### src/rtl/core/ohv_pkg.sv
// shared types, constants and helpers for the compound-file header validator
`default_nettype none

package ohv_pkg;

  localparam int LEN_W      = 40;
  localparam int OFF_W      = 7;
  localparam int IN_DATA_W  = 48;
  localparam int OUT_DATA_W = 48;

  localparam logic [OFF_W-1:0] OFF_SAT     = 7'd127;
  localparam logic [OFF_W-1:0] HEADER_NEED = 7'd60;
  localparam logic [OFF_W-1:0] FILE_NEED   = 7'd48;

  localparam logic [15:0] BOM_WORD      = 16'hFFFE;
  localparam logic [31:0] NO_SECTOR     = 32'hFFFFFFFF;
  localparam logic [15:0] EXP_SMALL     = 16'd9;
  localparam logic [15:0] EXP_LARGE     = 16'd12;
  localparam logic [15:0] MINI_EXP      = 16'd6;
  localparam logic [LEN_W-1:0] HDR_SIZE = LEN_W'(512);

  typedef enum logic [1:0] {
    VERDICT_REJECT   = 2'd0,
    VERDICT_STRUCT   = 2'd1,
    VERDICT_VERIFIED = 2'd2
  } verdict_t;

  // header fields gathered from the leading bytes of one stream
  typedef struct packed {
    logic [OFF_W-1:0] offset;
    logic             sig_ok;
    logic [15:0]      order_mark;
    logic [15:0]      sector_exp;
    logic [15:0]      mini_exp;
    logic [31:0]      fat_count;
    logic [31:0]      dir_start;
    logic [31:0]      cutoff;
  } hdr_fields_t;

  localparam hdr_fields_t FIELDS_CLEAR = '{
    offset: '0, sig_ok: 1'b1, order_mark: '0, sector_exp: '0,
    mini_exp: '0, fat_count: '0, dir_start: '0, cutoff: '0
  };

  // expected signature byte at offsets 0..7
  function automatic logic [7:0] magic_byte(input logic [2:0] idx);
    logic [7:0] m;
    unique case (idx)
      3'd0:    m = 8'hD0;
      3'd1:    m = 8'hCF;
      3'd2:    m = 8'h11;
      3'd3:    m = 8'hE0;
      3'd4:    m = 8'hA1;
      3'd5:    m = 8'hB1;
      3'd6:    m = 8'h1A;
      default: m = 8'hE1;
    endcase
    return m;
  endfunction

endpackage

`default_nettype wire

### src/rtl/core/ohv_capture.sv
// byte counter and header field capture registers
`default_nettype none

module ohv_capture (
  input  wire logic                clk,
  input  wire logic                rst,
  input  wire logic                step,
  input  wire logic                last,
  input  wire logic [7:0]          byte_value,
  output ohv_pkg::hdr_fields_t     fields_next
);
  import ohv_pkg::*;

  hdr_fields_t fields;

  always_comb begin
    fields_next = fields;
    if (fields.offset != OFF_SAT) begin
      fields_next.offset = fields.offset + 1'b1;
      case (fields.offset) inside
        [7'd0:7'd7]: begin
          if (byte_value != magic_byte(fields.offset[2:0])) fields_next.sig_ok = 1'b0;
        end
        [7'd28:7'd29]: fields_next.order_mark[{fields.offset[0], 3'b000} +: 8] = byte_value;
        [7'd30:7'd31]: fields_next.sector_exp[{fields.offset[0], 3'b000} +: 8] = byte_value;
        [7'd32:7'd33]: fields_next.mini_exp[{fields.offset[0], 3'b000} +: 8] = byte_value;
        [7'd44:7'd47]: fields_next.fat_count[{fields.offset[1:0], 3'b000} +: 8] = byte_value;
        [7'd48:7'd51]: fields_next.dir_start[{fields.offset[1:0], 3'b000} +: 8] = byte_value;
        [7'd56:7'd59]: fields_next.cutoff[{fields.offset[1:0], 3'b000} +: 8] = byte_value;
        default: ;
      endcase
    end
  end

  // clear after the last byte of a stream
  always_ff @(posedge clk) begin
    if (rst) begin
      fields <= FIELDS_CLEAR;
    end else if (step) begin
      fields <= last ? FIELDS_CLEAR : fields_next;
    end
  end

endmodule

`default_nettype wire

### src/rtl/core/ohv_judge.sv
// verdict and size logic for header and file checks
`default_nettype none

module ohv_judge (
  input  wire ohv_pkg::hdr_fields_t        fields,
  input  wire logic [ohv_pkg::LEN_W-1:0]   file_length,
  input  wire logic                        check_phase,
  output ohv_pkg::verdict_t                verdict,
  output logic [ohv_pkg::LEN_W-1:0]        file_size
);
  import ohv_pkg::*;

  logic            len_ok;
  logic            common_ok;
  logic            header_ok;
  logic            exp_in_range;
  logic [3:0]      exp;
  logic [LEN_W-1:0] tail;
  logic [LEN_W-1:0] whole;
  logic [31:0]     product;

  always_comb begin
    len_ok    = |file_length[LEN_W-1:9];
    common_ok = len_ok && fields.sig_ok && (fields.order_mark == BOM_WORD);
    header_ok = common_ok && (fields.offset >= HEADER_NEED)
             && (fields.sector_exp == EXP_SMALL || fields.sector_exp == EXP_LARGE)
             && (fields.mini_exp == MINI_EXP) && (fields.fat_count != '0)
             && (fields.dir_start != NO_SECTOR) && (fields.cutoff != '0);
    exp_in_range = (fields.sector_exp >= EXP_SMALL) && (fields.sector_exp <= EXP_LARGE);
    exp     = fields.sector_exp[3:0];
    // whole sectors following the header, as a byte count
    tail    = file_length - HDR_SIZE;
    whole   = tail & ({LEN_W{1'b1}} << exp);
    product = fields.fat_count << (exp - 4'd2);

    verdict   = VERDICT_REJECT;
    file_size = '0;
    if (!check_phase) begin
      if (header_ok) verdict = VERDICT_STRUCT;
    end else if (common_ok && (fields.offset >= FILE_NEED) && exp_in_range) begin
      if (whole == '0) begin
        verdict = VERDICT_STRUCT;
      end else begin
        file_size = whole + HDR_SIZE;
        verdict   = (product == '0) ? VERDICT_STRUCT : VERDICT_VERIFIED;
      end
    end
  end

endmodule

`default_nettype wire

### src/rtl/core/ole2_header_validator_core.sv
// top level of the compound-file header validator
// The block takes the leading bytes of a candidate compound file, one byte per
// transfer on the slave stream, with the total file length riding along, and
// gives one verdict transfer on the master stream after each byte marked by
// tlast. cfg_wdata selects the check: 0 validates the header fields (signature,
// byte-order mark, sector and mini-sector exponents, FAT count, directory
// start, mini-stream cutoff) and reports size 0; 1 re-checks signature,
// byte-order mark and sector exponent and reports the length rounded down to
// whole sectors past the 512-byte header. Throughput is one byte per cycle,
// set by the single capture register set that every byte steps through, as
// long as the last byte finds the result slot free; the byte is judged out of
// the input register, and m_tvalid rises when the result register loads the
// verdict of the last byte. A verdict held by a low m_tready stalls the input
// only once another last byte reaches the input register. Bytes beyond offset
// 126 are ignored, and the capture state clears itself after every last byte.
// Write the mode only while no stream is in flight.
`default_nettype none

module ole2_header_validator_core (
  input  wire logic                            clk,
  input  wire logic                            rst,
  // configuration: check_phase
  input  wire logic                            cfg_wen,
  input  wire logic                            cfg_wdata,
  // input stream, tdata: byte_value [7:0], file_length [47:8]
  input  wire logic                            s_tvalid,
  output logic                                 s_tready,
  input  wire logic [ohv_pkg::IN_DATA_W-1:0]   s_tdata,
  input  wire logic                            s_tlast,
  // result stream, tdata: verdict [1:0], file_size [41:2], zero pad [47:42]
  output logic                                 m_tvalid,
  input  wire logic                            m_tready,
  output logic [ohv_pkg::OUT_DATA_W-1:0]       m_tdata
);
  import ohv_pkg::*;

  // mode register
  logic check_phase;

  // input register stage
  logic             s1_valid;
  logic [7:0]       s1_byte;
  logic [LEN_W-1:0] s1_len;
  logic             s1_last;
  logic             s1_adv;

  // result register
  logic             out_valid;
  verdict_t         out_verdict;
  logic [LEN_W-1:0] out_size;

  hdr_fields_t      fields_next;
  verdict_t         verdict;
  logic [LEN_W-1:0] file_size;

  // a byte that is not last never needs the result slot
  assign s1_adv   = s1_valid && (!s1_last || !out_valid || m_tready);
  assign s_tready = !s1_valid || s1_adv;

  always_ff @(posedge clk) begin
    if (rst) begin
      check_phase <= 1'b0;
    end else if (cfg_wen) begin
      check_phase <= cfg_wdata;
    end
  end

  // input register: control cleared by reset, payload without reset, loaded on each accepted transfer
  always_ff @(posedge clk) begin
    if (rst) begin
      s1_valid <= 1'b0;
    end else if (s_tready) begin
      s1_valid <= s_tvalid;
    end
  end

  always_ff @(posedge clk) begin
    if (s_tready && s_tvalid) begin
      s1_byte <= s_tdata[7:0];
      s1_len  <= s_tdata[8 +: LEN_W];
      s1_last <= s_tlast;
    end
  end

  // field capture, sees the current byte before judging
  ohv_capture u_capture (
    .clk         (clk),
    .rst         (rst),
    .step        (s1_adv),
    .last        (s1_last),
    .byte_value  (s1_byte),
    .fields_next (fields_next)
  );

  // verdict on the fields including the last byte
  ohv_judge u_judge (
    .fields      (fields_next),
    .file_length (s1_len),
    .check_phase (check_phase),
    .verdict     (verdict),
    .file_size   (file_size)
  );

  // result register, loads only on a last byte
  always_ff @(posedge clk) begin
    if (rst) begin
      out_valid <= 1'b0;
    end else if (s1_adv && s1_last) begin
      out_valid <= 1'b1;
    end else if (m_tready) begin
      out_valid <= 1'b0;
    end
  end

  always_ff @(posedge clk) begin
    if (s1_adv && s1_last) begin
      out_verdict <= verdict;
      out_size    <= file_size;
    end
  end

  assign m_tvalid = out_valid;
  assign m_tdata  = {(OUT_DATA_W - LEN_W - 2)'(0), out_size, out_verdict};

endmodule

`default_nettype wire

### config.mk
export PLATFORM = sky130hd
export DESIGN_NAME = ole2_header_validator_core
export DESIGN_NICKNAME = d
export VERILOG_FILES = /design/src/rtl/core/ohv_pkg.sv /design/src/rtl/core/ohv_capture.sv /design/src/rtl/core/ohv_judge.sv /design/src/rtl/core/ole2_header_validator_core.sv
export SDC_FILE = /design/constraint.sdc
export NUM_CORES = 1
export LEC_CHECK = 0
export BUFFER_PORTS_ARGS = -buffer_cell sky130_fd_sc_hd__buf_4
export CAP_MARGIN = 20
export CORE_UTILIZATION = 51
export DETAILED_ROUTE_END_ITERATION = 10
export PLACE_DENSITY = 0.81
export SYNTH_ARGS = -nofsm -noshare
export SYNTH_HDL_FRONTEND = slang
export SYNTH_SLANG_ARGS = --single-unit
### constraint.sdc
create_clock -name clk -period 12.9 [get_ports clk]
set_clock_uncertainty 0.2 [all_clocks]
set_input_delay 1.29 -clock clk [delete_from_list [all_inputs] [get_ports clk]]
set_output_delay 1.29 -clock clk [all_outputs]
set_load 0.1 [all_outputs]
==> results by group <==
Layout
  – Commonest non-fill, non-tap cell in the layout: nor2_1
  – Antenna Cells: 0
  – Filler cells: between 2,000 and 2,500
  – Final core utilization: 0.598
  – Nets: roughly 1,500
  – P&R area growth vs syn: 14.2%
  – Layout cells sized above 1: 0.139
  – Final non-filler cell area: 0.0146 mm^2
  – Commonest cells after routing, fill and taps aside: nor2_1 (252), dfxtp_1 (155), a22oi_1 (117), buf_4 (113), edfxtp_1 (91)

Logic synthesis
  – Mean Syn Cell Area: around 9 um^2
  – Post-synthesis register bit count: approximately 250
  – Ranking of synthesized cells by area: dfxtp_1 (24%), edfxtp_1 (21%), nor2_1 (7.4%), a22oi_1 (6.9%), clkbuf_1 (2.3%)
  – Asr flop ratio synth: 0
  – Primary FF master, synth: dfxtp_1
  – Sequential area share after synthesis: 0.455
  – Yosys top cell area share: 0.242
  – Yosys synthesis warning count: 0
  – Unique masters post-synth: 91
  – Area of the mapped netlist: between 0.01 and 0.015 mm^2
  – Cell taking the most area after synthesis: dfxtp_1
  – Cells after synthesis: around 1,400
  – Number of synthesized flops with an enable pin: 91

Setup path
  – Worst endpoint required time: around 13 ns
  – Crit path buf inv count: 1
  – Slowest cell delay on critical path: between 0.7 and 0.8 ns
  – Startpoint types: flop
  – Crit. path cell count: 13
  – Register-to-Register Path Depth: 13
  – Worst path most repeated cell: ha_1
  – Setup crit end kind: flop
  – Family with the most delay on the worst path: simple AND/OR/NAND/NOR gates
  – Crit-path cells: ha_1 -> or4b_2 -> nor2_4 -> mux2_2 -> inv_1 -> ha_1 -> a221o_1 -> a211oi_1 -> o2111ai_1 -> a2111oi_0 -> nand4_1 -> nand2_2 -> nor2_1
  – Max FO, Critical Path: 31
  – Arrival time of the worst setup path: ~5.8 ns
  – Slowest library cell on the worst path: or4b_2
  – WS Path Type: flop to flop

Power
  – Logic pwr share: 0.071
  – Clock network fraction of total power: 0.438
  – Max IR drop VDD: 0.000109 V
  – Sequential power share: 0.492
  – Switching share of power: 0.245
  – Switching pwr: about 420 uW
  – Leakage Power: around 0.0052 uW
  – Power Internal: 1280 uW
  – Pwr dens: about 120 mW/mm^2

STA
  – Final Critical Period: 5.70 ns
  – Max Slew Vio Count: 0
  – Crit share post-route: 0.442
  – Setup violators final: 0
  – Setup ws final: 7.20 ns
  – Setup TNS: 0 ns
  – F_max: 0.175 GHz
  – Final Hold Viols: 0
  – RSZ-0062 raised after global routing: no
  – Worst-margin pin slew: approximately 1.1 ns
  – Headroom to the max-slew limit: 0.252

Clock network
  – Root buf cell: clkbuf_16
  – Max Buffers Root-to-Sink: 3
  – Clock sinks: about 250
  – Hold buffers post-CTS: 0
  – Post-CTS Repair Setup Buffers: 0
  – Clock transition at path regs: about 0.070 ns
  – Skew-Pair Late Insertion Delay: 0.56 ns
  – Num CTS Buffers: 26
  – PostCTS Resize Cnt: 0
  – CTS H-tree depth: 1
  – CTS tree: yes

Global route
  – Pin count of the biggest net entering global routing: 85
  – Total gr overflow: 0
  – Antenna violations before repair: 0
  – Number of global-route vias before repair: ~11,000
  – First-pass GRT wire length: approximately 58 mm
  – GRT Resource Usage Total: 0.279

Detailed routing
  – Initial DRC Count: about 1,500
  – # DRC: 0
  – Vias/cell: 6.47
  – DR pass1 iterations: 6
  – Post-route ant nets: 0
  – Post-Route WL: about 36 mm
  – WL/cell: just over 20 um
  – Vias: 11,700

Placement
  – Pre-CTS WS: 7.38 ns
  – Post-DP Area: roughly 0.014 mm^2
  – Count of buffers from port buffering: 98
  – Post-DP HPWL: about 25 mm
  – Placer Congestion: 0.961

Run
  – Max-cap violations: 0

Floorplanning
  – Die W: 161 um
  – Row Count: 57
  – DIE HEIGHT: around 160 um
  – Core area: between 0.02 and 0.025 mm^2
  – Initial core utilization: 0.524
  – I/O Pins: 105
  – Die Area: about 0.026 mm^2

Hold path
  – HP Class: flop to flop
  – Worst hold path depth: 2

Outcome
  – Status: finished clean
==> sequential cells by signal, summed over array words and instances (netlist names) <==
register / count
s1_valid: 1
check_phase: 1
s1_byte: 8
u_capture.fields: 152
out_verdict: 2
s1_last: 1
s1_len: 40
m_tvalid: 1
out_size: 40
==> cells in the mapped netlist (27+ instances only) <==
| cell type | n |
|---|---|
| xnor2_1 | 34 |
| nor4_1 | 36 |
| a22oi_1 | 117 |
| nand3_1 | 34 |
| nor2_1 | 253 |
| a32oi_1 | 31 |
| dfxtp_1 | 155 |
| nand4_1 | 28 |
| a21oi_1 | 31 |
| nand2_1 | 70 |
| inv_1 | 27 |
| clkbuf_1 | 80 |
| edfxtp_1 | 91 |
| nor3_1 | 41 |
| o21ai_0 | 34 |
==> per-stage QoR <==
| stage | total power, uW | hold slack [ns] | instances |
|---|---|---|---|
| global route | 1750 | 0.289 | 1811 |
| finish | 1700 | 0.266 | 1811 |
| global placement | 967 | 0.252 | 1760 |
| floorplan | 927 | 0.233 | 1422 |
| CTS | 1710 | 0.260 | 1808 |
| detailed placement | 969 | 0.251 | 1760 |
==> cell type report <==
| class | instances | area, um^2 | share of cell area |
|---|---|---|---|
| Timing Repair Buffer | 116 | 878 | 0.0600 |
| Inverter | 27 | 101 | 0.00693 |
| Clock buffer | 34 | 712 | 0.0487 |
| Multi-Input combinational cell | 1050 | 6540 | 0.447 |
| Tap cell | 324 | 405 | 0.0277 |
| Sequential cell | 246 | 5840 | 0.399 |
| Clock inverter | 14 | 151 | 0.0103 |
==> power by group through the flow <==
| stage | registers, uW | logic, uW | clock network, uW |
|---|---|---|---|
| floorplan | 851 | 76.2 | 0 |
| global placement | 852 | 115 | 0 |
| detailed placement | 853 | 116 | 0 |
| CTS | 836 | 117 | 756 |
| global route | 838 | 127 | 785 |
| finish | 837 | 120 | 745 |
==> layer usage <==
layer / vias to the layer above / global-route usage / wire length (um)
met3: 138 / 0.0442 / 3440
met2: 669 / 0.447 / 16900
met5: - / 0 / 0
li1: 5372 / - / -
met1: 5530 / 0.372 / 14500
met4: 0 / 0.125 / 1610
==> worst paths after layout <==
check                                     startpoint  slack [ns]                                 to
setup reg to reg  u_capture.fields[145]$_SDFFE_PP0P_        7.20         out_size[11]$_SDFFCE_PP0P_
setup / recovery  u_capture.fields[145]$_SDFFE_PP0P_        7.20         out_size[11]$_SDFFCE_PP0P_
hold / removal     u_capture.fields[34]$_SDFFE_PP0P_        0.27  u_capture.fields[34]$_SDFFE_PP0P_
hold reg to reg    u_capture.fields[34]$_SDFFE_PP0P_        0.27  u_capture.fields[34]$_SDFFE_PP0P_
==> tightest hold or removal path, delay by kind of cell (launching register included) <==
family | cells | cell delay, ns
AOI/OAI and AO/OA | 1 | 0.05
DFF | 1 | 0.32
and+or+nand+nor | 1 | 0.05
==> cells by family after synthesis <==
family          after synthesis  synth area share
compound gates              329             0.186
flops                       246             0.455
simple gates                609             0.243
other cells                   1          0.000293
fa+ha+maj                    10           0.00976
xor+xnor                     52            0.0355
buf+inv                     126            0.0404
mux                          35            0.0290
Power figures use the tool's default switching activity.
